===== src/hdl/efp_pkg.sv =====
// ----------------------------------------------------------------------------
// efp_pkg: shared types and constants for the escape-time fractal pixel block
// Field widths, fixed-point format, colour ramp scale and register indexes.
// ----------------------------------------------------------------------------
package efp_pkg;

  // Image and arithmetic settings
  localparam int IMAGE_SIZE  = 1024;
  localparam int COLOR_SCALE = 7;
  localparam int FRAC_BITS   = 24;

  // Field widths
  localparam int COL_W   = 10;
  localparam int ROW_W   = 10;
  localparam int ITER_W  = 16;
  localparam int COLOR_W = 8;
  localparam int Z_W     = 32;
  localparam int PROD_W  = 2 * Z_W;
  localparam int ERQ_W   = 40;
  localparam int STEP_W  = 31;

  // Configuration port
  localparam int CFG_IDX_W  = 3;
  localparam int CFG_DATA_W = 40;

  // Colour ramp: v = n * COLOR_MUL / max_iter
  localparam int COLOR_MUL  = COLOR_SCALE * 510;
  localparam int NUM_W      = ITER_W + $clog2(COLOR_MUL + 1);
  localparam int RAMP_HALF  = 255;
  localparam int RAMP_FULL  = 510;

  // Working width for sums that are saturated back to Z_W bits
  localparam int UPD_W   = PROD_W - FRAC_BITS + 3;
  localparam int COORD_W = COL_W + STEP_W + 3;
  localparam int SAT_W   = (UPD_W > COORD_W) ? UPD_W : COORD_W;

  // Register indexes
  typedef enum logic [CFG_IDX_W-1:0] {
    REG_MODE        = 3'd0,
    REG_JULIA_RE    = 3'd1,
    REG_JULIA_IM    = 3'd2,
    REG_MAX_ITER    = 3'd3,
    REG_ESCAPE_RSQ  = 3'd4,
    REG_VIEW_LEFT   = 3'd5,
    REG_VIEW_BOTTOM = 3'd6,
    REG_PIXEL_STEP  = 3'd7
  } cfg_reg_t;

  // Register reset values
  localparam logic               MODE_RST        = 1'b1;
  localparam logic signed [Z_W-1:0] JULIA_RE_RST = -32'sd9227469;
  localparam logic signed [Z_W-1:0] JULIA_IM_RST = 32'sd9227469;
  localparam logic [ITER_W-1:0]  MAX_ITER_RST    = 16'd250;
  localparam logic [ERQ_W-1:0]   ESCAPE_RSQ_RST  = 40'd1677721600;
  localparam logic signed [Z_W-1:0] VIEW_LEFT_RST   = -32'sd37748736;
  localparam logic signed [Z_W-1:0] VIEW_BOTTOM_RST = -32'sd25165824;
  localparam logic [STEP_W-1:0]  PIXEL_STEP_RST  = 31'd62915;

endpackage


===== src/hdl/efp_pixel_if.sv =====
// ----------------------------------------------------------------------------
// efp_pixel_if: pixel request channel
// Valid/ready channel that carries one pixel's column and row.
// ----------------------------------------------------------------------------
interface efp_pixel_if import efp_pkg::*; ();
  logic             valid;
  logic             ready;
  logic [COL_W-1:0] column;
  logic [ROW_W-1:0] row;

  modport source (output valid, column, row, input ready);
  modport sink   (input valid, column, row, output ready);
endinterface


===== src/hdl/efp_result_if.sv =====
// ----------------------------------------------------------------------------
// efp_result_if: pixel result channel
// Valid/ready channel that carries escape count and colour of one pixel.
// ----------------------------------------------------------------------------
interface efp_result_if import efp_pkg::*; ();
  logic               valid;
  logic               ready;
  logic [COL_W-1:0]   pixel_column;
  logic [ROW_W-1:0]   pixel_row;
  logic               escaped;
  logic [ITER_W-1:0]  iterations;
  logic [COLOR_W-1:0] red;
  logic [COLOR_W-1:0] green;
  logic [COLOR_W-1:0] blue;

  modport source (output valid, pixel_column, pixel_row, escaped, iterations,
                  red, green, blue, input ready);
  modport sink   (input valid, pixel_column, pixel_row, escaped, iterations,
                  red, green, blue, output ready);
endinterface


===== src/hdl/escape_time_fractal_pixel_top.sv =====
// ----------------------------------------------------------------------------
// escape_time_fractal_pixel_top: Mandelbrot / Julia escape-time pixel engine
// Maps a pixel to a Q8.24 point, iterates z = z*z + c and colours the result.
// ----------------------------------------------------------------------------
// One pixel is worked at a time; in_px.ready is high only while the engine is
// free. A pixel forms its point in S_PX, S_PY and S_PINIT, then runs the first
// pass over z and each iteration in S_MRR, S_MII, S_MRI and S_EVAL, since
// every square and cross product goes through the single 32x32 multiplier;
// S_OUT hands the result to the output register. An escaped pixel also passes
// S_CNUM, S_CDIV_GO and S_CDIV for the colour ramp division. The output
// register lets the next pixel start while the previous result still waits to
// be taken. Configuration is written through cfg_we / cfg_index / cfg_data;
// the user must do this only while no pixel is in flight; it is not enforced.
module escape_time_fractal_pixel_top import efp_pkg::*; (
  input  logic                  clk,
  input  logic                  rst_n,
  efp_pixel_if.sink             in_px,
  efp_result_if.source          out_res,
  input  logic                  cfg_we,
  input  logic [CFG_IDX_W-1:0]  cfg_index,
  input  logic [CFG_DATA_W-1:0] cfg_data
);

  typedef enum logic [3:0] {
    S_IDLE,
    S_PX,
    S_PY,
    S_PINIT,
    S_MRR,
    S_MII,
    S_MRI,
    S_EVAL,
    S_CNUM,
    S_CDIV_GO,
    S_CDIV,
    S_OUT
  } state_t;

  // Configuration registers
  logic                    mode_r;
  logic signed [Z_W-1:0]   julia_re_r;
  logic signed [Z_W-1:0]   julia_im_r;
  logic [ITER_W-1:0]       max_iter_r;
  logic [ERQ_W-1:0]        erq_r;
  logic signed [Z_W-1:0]   view_left_r;
  logic signed [Z_W-1:0]   view_bottom_r;
  logic [STEP_W-1:0]       step_r;

  // Sequencer and datapath registers
  state_t                  state_r, state_nxt;
  logic [COL_W-1:0]        col_r, col_nxt;
  logic [ROW_W-1:0]        row_r, row_nxt;
  logic signed [Z_W-1:0]   zr_r, zr_nxt;
  logic signed [Z_W-1:0]   zi_r, zi_nxt;
  logic signed [Z_W-1:0]   cr_r, cr_nxt;
  logic signed [Z_W-1:0]   ci_r, ci_nxt;
  logic signed [PROD_W-1:0] a_r, a_nxt;
  logic signed [PROD_W-1:0] b_r, b_nxt;
  logic [ITER_W-1:0]       iter_r, iter_nxt;
  logic                    first_r, first_nxt;
  logic                    esc_r, esc_nxt;
  logic [ITER_W-1:0]       n_r, n_nxt;

  // Output register
  logic                    out_valid_r, out_valid_nxt;
  logic [COL_W-1:0]        out_col_r, out_col_nxt;
  logic [ROW_W-1:0]        out_row_r, out_row_nxt;
  logic                    out_esc_r, out_esc_nxt;
  logic [ITER_W-1:0]       out_iter_r, out_iter_nxt;
  logic [COLOR_W-1:0]      out_red_r, out_red_nxt;
  logic [COLOR_W-1:0]      out_green_r, out_green_nxt;
  logic [COLOR_W-1:0]      out_blue_r, out_blue_nxt;

  // Shared units
  logic signed [Z_W-1:0]    mul_a, mul_b;
  logic signed [PROD_W-1:0] mul_p;
  logic                     div_start;
  logic                     div_done;
  logic [NUM_W-1:0]         div_quo;

  // Combinational helpers
  logic [COL_W-1:0]         col_c;
  logic [ROW_W-1:0]         row_c;
  logic signed [SAT_W-1:0]  coord_x_sum, coord_y_sum;
  logic signed [Z_W-1:0]    px, py;
  logic signed [PROD_W-1:0] sq_diff;
  logic signed [SAT_W-1:0]  zr_sum, zi_sum;
  logic signed [Z_W-1:0]    zr_upd, zi_upd;
  logic [PROD_W-1:0]        mag_sum;
  logic                     mag_hit;
  logic [COLOR_W-1:0]       ramp_red, ramp_green, ramp_blue;

  // Clamp a wide sum to the signed Q8.24 range
  function automatic logic signed [Z_W-1:0] sat_z(input logic signed [SAT_W-1:0] v);
    logic signed [Z_W-1:0] res;
    if (!v[SAT_W-1] && (|v[SAT_W-2:Z_W-1])) begin
      res = {1'b0, {(Z_W-1){1'b1}}};
    end else if (v[SAT_W-1] && !(&v[SAT_W-2:Z_W-1])) begin
      res = {1'b1, {(Z_W-1){1'b0}}};
    end else begin
      res = v[Z_W-1:0];
    end
    return res;
  endfunction

  efp_mul u_mul (
    .clk   (clk),
    .mul_a (mul_a),
    .mul_b (mul_b),
    .mul_p (mul_p)
  );

  efp_div u_div (
    .clk   (clk),
    .rst_n (rst_n),
    .start (div_start),
    .num   (mul_p[NUM_W-1:0]),
    .den   (max_iter_r),
    .done  (div_done),
    .quo   (div_quo)
  );

  // Write configuration registers
  always_ff @(posedge clk) begin
    if (!rst_n) begin
      mode_r        <= MODE_RST;
      julia_re_r    <= JULIA_RE_RST;
      julia_im_r    <= JULIA_IM_RST;
      max_iter_r    <= MAX_ITER_RST;
      erq_r         <= ESCAPE_RSQ_RST;
      view_left_r   <= VIEW_LEFT_RST;
      view_bottom_r <= VIEW_BOTTOM_RST;
      step_r        <= PIXEL_STEP_RST;
    end else if (cfg_we) begin
      case (cfg_reg_t'(cfg_index))
        REG_MODE:        mode_r        <= cfg_data[0];
        REG_JULIA_RE:    julia_re_r    <= cfg_data[Z_W-1:0];
        REG_JULIA_IM:    julia_im_r    <= cfg_data[Z_W-1:0];
        REG_MAX_ITER:    max_iter_r    <= cfg_data[ITER_W-1:0];
        REG_ESCAPE_RSQ:  erq_r         <= cfg_data[ERQ_W-1:0];
        REG_VIEW_LEFT:   view_left_r   <= cfg_data[Z_W-1:0];
        REG_VIEW_BOTTOM: view_bottom_r <= cfg_data[Z_W-1:0];
        REG_PIXEL_STEP:  step_r        <= cfg_data[STEP_W-1:0];
        default: ;
      endcase
    end
  end

  // Point coordinates, z update, magnitude test and colour ramp
  always_comb begin
    col_c = (32'(col_r) >= 32'(IMAGE_SIZE)) ? COL_W'(IMAGE_SIZE - 1) : col_r;
    row_c = (32'(row_r) >= 32'(IMAGE_SIZE)) ? ROW_W'(IMAGE_SIZE - 1) : row_r;

    coord_x_sum = SAT_W'(view_left_r) + $signed(mul_p[SAT_W-1:0]);
    coord_y_sum = SAT_W'(view_bottom_r) + $signed(mul_p[SAT_W-1:0]);
    px = sat_z(coord_x_sum);
    py = sat_z(coord_y_sum);

    sq_diff = a_r - b_r;
    zr_sum  = SAT_W'($signed(sq_diff[PROD_W-1:FRAC_BITS])) + SAT_W'(cr_r);
    zi_sum  = SAT_W'($signed(mul_p[PROD_W-1:FRAC_BITS-1])) + SAT_W'(ci_r);
    zr_upd  = sat_z(zr_sum);
    zi_upd  = sat_z(zi_sum);

    mag_sum = $unsigned(a_r) + $unsigned(b_r);
    mag_hit = (mag_sum >> FRAC_BITS) > PROD_W'(erq_r);

    if (div_quo <= NUM_W'(RAMP_HALF)) begin
      ramp_red   = COLOR_W'(RAMP_HALF);
      ramp_green = COLOR_W'(NUM_W'(RAMP_HALF) - div_quo);
      ramp_blue  = '0;
    end else if (div_quo <= NUM_W'(RAMP_FULL)) begin
      ramp_red   = COLOR_W'(NUM_W'(RAMP_FULL) - div_quo);
      ramp_green = '0;
      ramp_blue  = COLOR_W'(div_quo - NUM_W'(RAMP_HALF));
    end else begin
      ramp_red   = '0;
      ramp_green = '0;
      ramp_blue  = '0;
    end
  end

  // Sequencer: next state, multiplier operands and register updates
  always_comb begin
    state_nxt     = state_r;
    col_nxt       = col_r;
    row_nxt       = row_r;
    zr_nxt        = zr_r;
    zi_nxt        = zi_r;
    cr_nxt        = cr_r;
    ci_nxt        = ci_r;
    a_nxt         = a_r;
    b_nxt         = b_r;
    iter_nxt      = iter_r;
    first_nxt     = first_r;
    esc_nxt       = esc_r;
    n_nxt         = n_r;
    out_col_nxt   = out_col_r;
    out_row_nxt   = out_row_r;
    out_esc_nxt   = out_esc_r;
    out_iter_nxt  = out_iter_r;
    out_red_nxt   = out_red_r;
    out_green_nxt = out_green_r;
    out_blue_nxt  = out_blue_r;
    mul_a         = zr_r;
    mul_b         = zr_r;
    div_start     = 1'b0;

    // Drop the held result once it is taken
    out_valid_nxt = out_valid_r && !out_res.ready;

    case (state_r)
      S_IDLE: begin
        if (in_px.valid) begin
          col_nxt   = in_px.column;
          row_nxt   = in_px.row;
          state_nxt = S_PX;
        end
      end
      S_PX: begin
        mul_a     = Z_W'(col_c) + Z_W'(1);
        mul_b     = Z_W'(step_r);
        state_nxt = S_PY;
      end
      S_PY: begin
        mul_a = Z_W'(row_c) + Z_W'(1);
        mul_b = Z_W'(step_r);
        if (mode_r) begin
          zr_nxt = '0;
          cr_nxt = px;
        end else begin
          zr_nxt = px;
          cr_nxt = julia_re_r;
        end
        state_nxt = S_PINIT;
      end
      S_PINIT: begin
        if (mode_r) begin
          zi_nxt = '0;
          ci_nxt = py;
        end else begin
          zi_nxt = py;
          ci_nxt = julia_im_r;
        end
        first_nxt = 1'b1;
        iter_nxt  = '0;
        state_nxt = S_MRR;
      end
      S_MRR: begin
        mul_a     = zr_r;
        mul_b     = zr_r;
        state_nxt = S_MII;
      end
      S_MII: begin
        mul_a     = zi_r;
        mul_b     = zi_r;
        a_nxt     = mul_p;
        state_nxt = S_MRI;
      end
      S_MRI: begin
        mul_a     = zr_r;
        mul_b     = zi_r;
        b_nxt     = mul_p;
        state_nxt = S_EVAL;
      end
      S_EVAL: begin
        // Test the last update, then either stop or run the next one
        if (!first_r && mag_hit) begin
          esc_nxt   = 1'b1;
          n_nxt     = iter_r;
          state_nxt = S_CNUM;
        end else if ((!first_r && (iter_r + 1'b1 == max_iter_r)) ||
                     (first_r && (max_iter_r == '0))) begin
          esc_nxt   = 1'b0;
          n_nxt     = max_iter_r;
          state_nxt = S_OUT;
        end else begin
          zr_nxt    = zr_upd;
          zi_nxt    = zi_upd;
          iter_nxt  = first_r ? iter_r : iter_r + 1'b1;
          first_nxt = 1'b0;
          state_nxt = S_MRR;
        end
      end
      S_CNUM: begin
        mul_a     = Z_W'(n_r);
        mul_b     = Z_W'(COLOR_MUL);
        state_nxt = S_CDIV_GO;
      end
      S_CDIV_GO: begin
        div_start = 1'b1;
        state_nxt = S_CDIV;
      end
      S_CDIV: begin
        if (div_done) begin
          state_nxt = S_OUT;
        end
      end
      S_OUT: begin
        // Load the output register when it is free or being emptied
        if (!out_valid_r || out_res.ready) begin
          out_valid_nxt = 1'b1;
          out_col_nxt   = col_r;
          out_row_nxt   = row_r;
          out_esc_nxt   = esc_r;
          out_iter_nxt  = n_r;
          out_red_nxt   = esc_r ? ramp_red : '0;
          out_green_nxt = esc_r ? ramp_green : '0;
          out_blue_nxt  = esc_r ? ramp_blue : '0;
          state_nxt     = S_IDLE;
        end
      end
      default: begin
        state_nxt = S_IDLE;
      end
    endcase
  end

  // Hold state, datapath and output registers
  always_ff @(posedge clk) begin
    if (!rst_n) begin
      state_r     <= S_IDLE;
      first_r     <= 1'b0;
      out_valid_r <= 1'b0;
    end else begin
      state_r     <= state_nxt;
      first_r     <= first_nxt;
      out_valid_r <= out_valid_nxt;
    end
    col_r       <= col_nxt;
    row_r       <= row_nxt;
    zr_r        <= zr_nxt;
    zi_r        <= zi_nxt;
    cr_r        <= cr_nxt;
    ci_r        <= ci_nxt;
    a_r         <= a_nxt;
    b_r         <= b_nxt;
    iter_r      <= iter_nxt;
    esc_r       <= esc_nxt;
    n_r         <= n_nxt;
    out_col_r   <= out_col_nxt;
    out_row_r   <= out_row_nxt;
    out_esc_r   <= out_esc_nxt;
    out_iter_r  <= out_iter_nxt;
    out_red_r   <= out_red_nxt;
    out_green_r <= out_green_nxt;
    out_blue_r  <= out_blue_nxt;
  end

  // Drive the channels
  assign in_px.ready          = (state_r == S_IDLE);
  assign out_res.valid        = out_valid_r;
  assign out_res.pixel_column = out_col_r;
  assign out_res.pixel_row    = out_row_r;
  assign out_res.escaped      = out_esc_r;
  assign out_res.iterations   = out_iter_r;
  assign out_res.red          = out_red_r;
  assign out_res.green        = out_green_r;
  assign out_res.blue         = out_blue_r;

`ifndef ASSERT_OFF
  // A new result appears only from the hand-off state
  a_out_from_seq: assert property (@(posedge clk) disable iff (!rst_n)
    $rose(out_valid_r) |-> $past(state_r == S_OUT))
    else $error("result raised outside the hand-off state");

  // A pixel that stays bounded is black
  a_inside_black: assert property (@(posedge clk) disable iff (!rst_n)
    (out_valid_r && !out_esc_r) |-> (out_red_r == '0 && out_green_r == '0 &&
                                     out_blue_r == '0))
    else $error("bounded pixel carries a colour");

  // The divider finishes only while the sequencer waits for it
  a_div_done_wait: assert property (@(posedge clk) disable iff (!rst_n)
    div_done |-> (state_r == S_CDIV))
    else $error("divider finished outside the wait state");
`endif

endmodule


===== src/hdl/efp_mul.sv =====
// ----------------------------------------------------------------------------
// efp_mul: shared signed multiplier
// 32x32 signed product with a register on the output.
// ----------------------------------------------------------------------------
module efp_mul import efp_pkg::*; (
  input  logic                     clk,
  input  logic signed [Z_W-1:0]    mul_a,
  input  logic signed [Z_W-1:0]    mul_b,
  output logic signed [PROD_W-1:0] mul_p
);

  logic signed [PROD_W-1:0] prod_r;

  // Register the full-width product
  always_ff @(posedge clk) begin
    prod_r <= PROD_W'(mul_a) * PROD_W'(mul_b);
  end

  assign mul_p = prod_r;

endmodule


===== src/hdl/efp_div.sv =====
// ----------------------------------------------------------------------------
// efp_div: radix-2 restoring divider
// Unsigned NUM_W / ITER_W division, one quotient bit per cycle.
// ----------------------------------------------------------------------------
module efp_div import efp_pkg::*; (
  input  logic              clk,
  input  logic              rst_n,
  input  logic              start,
  input  logic [NUM_W-1:0]  num,
  input  logic [ITER_W-1:0] den,
  output logic              done,
  output logic [NUM_W-1:0]  quo
);

  localparam int CNT_W = $clog2(NUM_W);

  logic              busy_r;
  logic              done_r;
  logic [CNT_W-1:0]  cnt_r;
  logic [ITER_W-1:0] rem_r;
  logic [ITER_W-1:0] den_r;
  logic [NUM_W-1:0]  quo_r;

  logic [ITER_W:0]   rem_sh;
  logic [ITER_W:0]   rem_sub;
  logic              fits;

  // Shift in the next dividend bit and trial-subtract
  always_comb begin
    rem_sh  = {rem_r, quo_r[NUM_W-1]};
    rem_sub = rem_sh - {1'b0, den_r};
    fits    = (rem_sh >= {1'b0, den_r});
  end

  // Control
  always_ff @(posedge clk) begin
    if (!rst_n) begin
      busy_r <= 1'b0;
      done_r <= 1'b0;
      cnt_r  <= '0;
    end else begin
      done_r <= 1'b0;
      if (start) begin
        busy_r <= 1'b1;
        cnt_r  <= '0;
      end else if (busy_r) begin
        cnt_r <= cnt_r + 1'b1;
        if (cnt_r == CNT_W'(NUM_W - 1)) begin
          busy_r <= 1'b0;
          done_r <= 1'b1;
        end
      end
    end
  end

  // Datapath: remainder and quotient shift register
  always_ff @(posedge clk) begin
    if (start) begin
      rem_r <= '0;
      den_r <= den;
      quo_r <= num;
    end else if (busy_r) begin
      rem_r <= fits ? rem_sub[ITER_W-1:0] : rem_sh[ITER_W-1:0];
      quo_r <= {quo_r[NUM_W-2:0], fits};
    end
  end

  assign done = done_r;
  assign quo  = quo_r;

endmodule

===== src/flat_wrapper.sv =====
// flat-port wrapper written by rule: the top's interface ports become plain ports
module escape_time_fractal_pixel_top_flat import efp_pkg::*;
  (clk, rst_n, cfg_we, cfg_index, cfg_data, in_px_valid, in_px_column, in_px_row, in_px_ready, out_res_valid, out_res_pixel_column, out_res_pixel_row, out_res_escaped, out_res_iterations, out_res_red, out_res_green, out_res_blue, out_res_ready);
  efp_pixel_if in_px_i ();
  efp_result_if out_res_i ();
  input  logic clk;
  input  logic rst_n;
  input  logic cfg_we;
  input  logic [CFG_IDX_W-1:0] cfg_index;
  input  logic [CFG_DATA_W-1:0] cfg_data;
  input wire logic [$bits(in_px_i.valid)-1:0] in_px_valid;
  input wire logic [$bits(in_px_i.column)-1:0] in_px_column;
  input wire logic [$bits(in_px_i.row)-1:0] in_px_row;
  output wire logic [$bits(in_px_i.ready)-1:0] in_px_ready;
  output wire logic [$bits(out_res_i.valid)-1:0] out_res_valid;
  output wire logic [$bits(out_res_i.pixel_column)-1:0] out_res_pixel_column;
  output wire logic [$bits(out_res_i.pixel_row)-1:0] out_res_pixel_row;
  output wire logic [$bits(out_res_i.escaped)-1:0] out_res_escaped;
  output wire logic [$bits(out_res_i.iterations)-1:0] out_res_iterations;
  output wire logic [$bits(out_res_i.red)-1:0] out_res_red;
  output wire logic [$bits(out_res_i.green)-1:0] out_res_green;
  output wire logic [$bits(out_res_i.blue)-1:0] out_res_blue;
  input wire logic [$bits(out_res_i.ready)-1:0] out_res_ready;
  assign in_px_i.valid = in_px_valid;
  assign in_px_i.column = in_px_column;
  assign in_px_i.row = in_px_row;
  assign in_px_ready = in_px_i.ready;
  assign out_res_valid = out_res_i.valid;
  assign out_res_pixel_column = out_res_i.pixel_column;
  assign out_res_pixel_row = out_res_i.pixel_row;
  assign out_res_escaped = out_res_i.escaped;
  assign out_res_iterations = out_res_i.iterations;
  assign out_res_red = out_res_i.red;
  assign out_res_green = out_res_i.green;
  assign out_res_blue = out_res_i.blue;
  assign out_res_i.ready = out_res_ready;
  escape_time_fractal_pixel_top u_core (.clk(clk), .rst_n(rst_n), .in_px(in_px_i), .out_res(out_res_i), .cfg_we(cfg_we), .cfg_index(cfg_index), .cfg_data(cfg_data));
endmodule

===== config.mk =====
export PLATFORM = sky130hd
export DESIGN_NAME = escape_time_fractal_pixel_top_flat
export DESIGN_NICKNAME = d
export VERILOG_FILES = /design/src/hdl/efp_pkg.sv /design/src/hdl/efp_pixel_if.sv /design/src/hdl/efp_result_if.sv /design/src/hdl/escape_time_fractal_pixel_top.sv /design/src/hdl/efp_mul.sv /design/src/hdl/efp_div.sv /design/src/flat_wrapper.sv
export SDC_FILE = /design/constraint.sdc
export NUM_CORES = 2
export LEC_CHECK = 0
export ABC_AREA = 1
export ABC_CLOCK_PERIOD_IN_PS = 22000
export CAP_MARGIN = 25
export CORE_AREA = 5 5 388 390
export CTS_CLUSTER_SIZE = 10
export DETAILED_ROUTE_END_ITERATION = 8
export DIE_AREA = 0 0 393 395
export DONT_BUFFER_PORTS = 1
export HOLD_SLACK_MARGIN = 0.05
export PLACE_DENSITY = 0.85
export SYNTH_ARGS = -nofsm -noshare
export SYNTH_HDL_FRONTEND = slang
export SYNTH_SLANG_ARGS = --single-unit

===== constraint.sdc =====
create_clock -name clk -period 22 [get_ports clk]
set_input_delay 2.2 -clock clk [delete_from_list [all_inputs] [get_ports clk]]
set_output_delay 2.2 -clock clk [all_outputs]
set_load 0.005 [all_outputs]

# After elaboration in Yosys (flattened, before gate mapping)
# Cells that the tools add are included.
[classes]
n_addsub = 14
n_mul = 1
n_lt_le_gt_ge = 4
eq_ne = 26
n_mux = 48
bitwise_logic = 4
reduce_logical = 61
[ops]
columns = ["op", "count"]
rows = [
  ["$mux 32", 16],
  ["$pmux 32 s2", 2],
  ["$pmux 32 s4", 1],
  ["$mux 16", 6],
  ["$pmux 32 s3", 1],
  ["$add 32x44->44", 2],
  ["$add 64x64->64", 1],
  ["$mul 32x32->64", 1],
  ["$sub 64x64->64", 1],
  ["$mux 28", 2],
  ["$pmux 4 s12", 1],
  ["$reduce_and 12->1", 4],
  ["$reduce_or 12->1", 4],
  ["$add 41x32->42", 1],
  ["$add 40x32->41", 1],
  ["$gt 40x40->1", 1],
  ["$pmux 16 s2", 1],
  ["$le 28x8->1 const B", 1],
  ["$le 28x9->1 const B", 1],
  ["$reduce_and 2->1", 12],
  ["$add 10x1->11 const B", 2],
  ["$mux 4", 5],
  ["$ge 17x16->1", 1],
  ["$add 16x1->16 const B", 1],
  ["other kinds (30)", 89],
]
[totals]
regBits = 723
input_bits = 68
output_inout_bits = 63
wordCells = 194

# Logic depth before layout (Yosys ltp)
[depth]
word_depth = 10
depth_mapped = 49
ltp_nobuf = 49

# Cells and area by module
# From an unflattened synthesis, not the netlist that was laid out.
[unflattened]
cells_unflattened = 12641
area_unflattened_um2 = 90444.2
[modules_own_cells]
columns = ["mod", "instances", "cells_each", "area_each_um2"]
rows = [
  ["escape_time_fractal_pixel_top", 1, 6873, 45920.3],
  ["efp_mul", 1, 5288, 40757.8],
  ["efp_div", 1, 480, 3766.1],
]

# Worst setup path before layout
# No wires, ideal clock.
[synth_path]
path_kind = "reg-to-reg"
start = "register u_core.state_r[2]"
end = "register u_core.u_mul.prod_r[59] (netlist: u_core.u_mul.mul_p[59])"
t_arrival_ps = 9184
setup_slack_ps = 12745
path_stages_with_launch = 34
n_path_buf = 2
path_cell_list = "dfxtp_1 > inv_1 > nor2_1 > nand2_1 > inv_1 > nor2_2 > inv_2 > buf_6 > buf_6 > o21ai_4 > inv_2 > nor2_1 > fa_1 > fa_1 > inv_1 > fa_1 > inv_1 > fa_1 > inv_1 > fa_1 > fa_1 > fa_1 > fa_1 > inv_1 > ha_1 > nand2_1 > nor2_1 > inv_1 > nor2_1 > nand2_1 > nor3_1 > nand2_1 > o211ai_1 > xor2_1"
[synth_between]
elab_chain_len = 4
[synth_lines]
columns = ["element", "line", "source"]
rows = [
  ["start: declaration", "escape_time_fractal_pixel_top.sv:50", "state_t state_r, state_nxt;"],
  ["start signal: assignment", "escape_time_fractal_pixel_top.sv:326", "state_r <= state_nxt;"],
  ["$eq 4x3->1, or another cell as far along", "escape_time_fractal_pixel_top.sv:212", "case (state_r)"],
  ["$reduce_or 2->1 (no line)", "--", ""],
  ["$pmux 32 s3", "escape_time_fractal_pixel_top.sv:212", ""],
  ["$mul 32x32->64 *", "efp_mul.sv:16", "prod_r <= PROD_W'(mul_a) * PROD_W'(mul_b);"],
  ["end signal: assignment", "efp_mul.sv:16", ""],
  ["end: declaration", "efp_mul.sv:12", "logic signed [PROD_W-1:0] prod_r;"],
]
# Mark *: on every way between the ends. The rest lies on a longest branch, timed or not.
# A chain may end at the register's enable or synchronous reset.

# Worst setup path after layout
[layout_path]
start = "register u_core.state_r[0]"
end = "register u_core.u_mul.prod_r[50] (netlist: u_core.u_mul.mul_p[50])"
# The elaborated chain is that of the path after synthesis.

==> impl_metrics.json <==
{
  "worstSetupEndpointType": "flop",
  "final_antenna_net_count": 0,
  "tightest_slew_ns": 1.240,
  "synth_top_area_frac": 0.2486,
  "cp_data_arrival_time_ns": 12.10,
  "setup-tns-final_ns": 0,
  "cp_max_fo": 38,
  "cts_resized": 0,
  "antenna_found_initial": 51,
  "worstPathRequired_ns": 22.57,
  "grt_start_max_net_pins": 218,
  "rr_worst_depth": 42,
  "vias_per_cell": 6.052,
  "cp_slowest_cell": "inv_1",
  "grt_pass1_wl_mm": 536.4,
  "ios": 131,
  "cts_root_buffer": "clkbuf_16",
  "hold_path_depth": 0,
  "cts_buffers": 89,
  "utilization": 0.6307,
  "whs_ns": 0.4344,
  "ys_seq_area_frac": 0.2127,
  "cts.clk_slew.worst_paths_ns": 0.06,
  "finalWirelength_mm": 373.6,
  "syn-instance-count": 11730,
  "wl_per_cell_um": 27.32,
  "finalSetupViolCount": 0,
  "syn_to_final_growth_pct": 5.756,
  "max-slew-margin-rel": 0.1725,
  "fin_skew_ns": 0.06296,
  "gp_congestion": 1.113,
  "first_iter_violations": 10660,
  "cts_tree": "built",
  "synth-seq-cells": 723,
  "grt.overflow.total": 0,
  "num_rows": 141,
  "slowest_delay_ns": 0.84,
  "num_vias": 82750,
  "cpMostUsedCell": "inv_1",
  "syn_area_sq_mm": 0.08753,
  "fin_crit_sh": 0.5243,
  "grt_pass1_vias": 82220,
  "fmax_mhz": 86.70,
  "status": "finished, final reports clean",
  "avgSynthCellArea_sq_um": 7.460,
  "die_y_um": 395,
  "hp-class": "flop to flop",
  "drive_above_1_share": 0.02900,
  "drcViolationCount": 0,
  "yosysTopAreaCell": "fa_1",
  "async_flop_share": 0,
  "synth_most_common_cell": "nand2_1",
  "worstSetupStartpointType": "flop",
  "dp_hpwl_mm": 298.2,
  "synth_cell_types": 64,
  "fp.dieW_um": 393,
  "ys_top_cells_by_area": "fa_1 25%, nand2_1 14%, edfxtp_1 14%",
  "die-area_sq_mm": 0.1552,
  "synth_edf_count": 414,
  "final_nets": 13310,
  "drtPass1Iterations": 9,
  "start_util": 0.5964,
  "synth_nets": 13430,
  "drv_slew": 0,
  "grt_usage": 0.4755,
  "worstSetupPathType": "flop to flop",
  "rsz0062_at_grt": "no",
  "clockBufferDepth": 3,
  "finalHoldViolations": 0,
  "cts_htree_levels": 3,
  "cts_setup_buffers": 0,
  "ctsHoldBuffers": 0,
  "cts_sinks": 723,
  "ys.flop_type": "edfxtp_1",
  "yosys-top-cells-count": "3313 x nand2_1, 2338 x inv_1, 1248 x nor2_1",
  "cap_violations": 0,
  "insertion_delay_ns": 0.73,
  "yosys_warnings": 0,
  "core_sq_mm": 0.1468,
  "io_buffers": 0,
  "min_period_ns": 11.53
}
==> cell usage in the layout (no fill, tap or decap), drive strengths merged, types with 30 or more instances in the layout <==
cell	netlist	routed
ha	536	536
nand2	3319	3319
a31oi	47	47
edfxtp	414	414
a22oi	32	32
buf	136	114
dfxtp	309	309
a21o	30	30
xnor2	106	106
nor2	1251	1251
a21oi	523	523
nand4	88	88
fa	1087	1087
diode	0	55
nor3	84	84
clkbuf	184	141
xor2	193	193
nand3	326	326
o21ai	433	433
o21bai	52	52
o211ai	37	37
inv	2365	2368
==> state kept, by name, summed over array words and instances (netlist names), 16 cells and up <==
register	count
u_core.a_r	64
u_core.b_r	64
u_core.ci_r	32
u_core.cr_r	32
u_core.erq_r	40
u_core.iter_r	16
u_core.julia_im_r	32
u_core.julia_re_r	32
u_core.max_iter_r	16
u_core.n_r	16
u_core.out_res.iterations	16
u_core.step_r	31
u_core.u_div.den_r	16
u_core.u_div.quo	28
u_core.u_div.rem_r	16
u_core.u_mul.mul_p	64
u_core.view_bottom_r	32
u_core.view_left_r	32
u_core.zi_r	32
u_core.zr_r	32
==> layer usage <==
layer / track usage / part of all wire / wire length, um
met1: 0.5577 / 0.34 / 125900
met2: 0.7026 / 0.42 / 158400
met3: 0.1723 / 0.14 / 51850
met4: 0.3811 / 0.10 / 37270
met5: 0 / 0.00040 / 150
==> layout make-up <==
cell class	instances	area [sq um]
Timing Repair Buffer	115	996.0
Multi-Input combinational cell	8311	58690
Antenna cell	55	137.6
Clock inverter	20	290.3
Sequential cell	723	18620
Inverter	2380	8934
Fill cell	12820	54210
Tap cell	1930	2415
Clock buffer	140	2490
==> cells by family (layout without fill, tap and decap cells) <==
family	Yosys count	count (layout)	share of synthesized area
muxes	2	2	0.0002287
DFF	723	723	0.2127
xor gates and xnor gates	299	299	0.02992
buffers and inverters	2700	2655	0.1182
other	0	55	0
adders and majority gates	1623	1623	0.3252
AOI/OAI and AO/OA	1264	1264	0.08348
and+or+nand+nor	5123	5123	0.2302
==> critical path: cells and delay by family, from the launching register on <==
family	cells	cell delay, ns
AOI/OAI and AO/OA	5	1.29
and+or+nand+nor	13	2.38
DFF	1	0.40
buffers and inverters	15	2.78
adders and majority gates	9	4.53
==> per-stage QoR <==
stage	cells	setup slack [ns]	area, sq um
2_1_floorplan	11730	12.74	87530
3_3_place_gp	13450	10.90	89450
3_5_place_dp	13450	10.73	89500
4_1_cts	13610	10.70	92280
5_1_grt	13620	10.10	92440
6_report	13670	10.47	92570
==> worst paths after layout <==
kind | from | to | slack (ns)
worst max-delay path | u_core.state_r[0] | u_core.u_mul.mul_p[50] | 10.47
worst min-delay path | u_core.max_iter_r[3] | u_core.u_div.den_r[3] | 0.43
worst min register to register | u_core.max_iter_r[3] | u_core.u_div.den_r[3] | 0.43
worst max register to register | u_core.state_r[0] | u_core.u_mul.mul_p[50] | 10.47
Power is left out: the tool's default activity adds up to more than one toggle a clock period on the data nets, which glitch-free logic cannot reach.
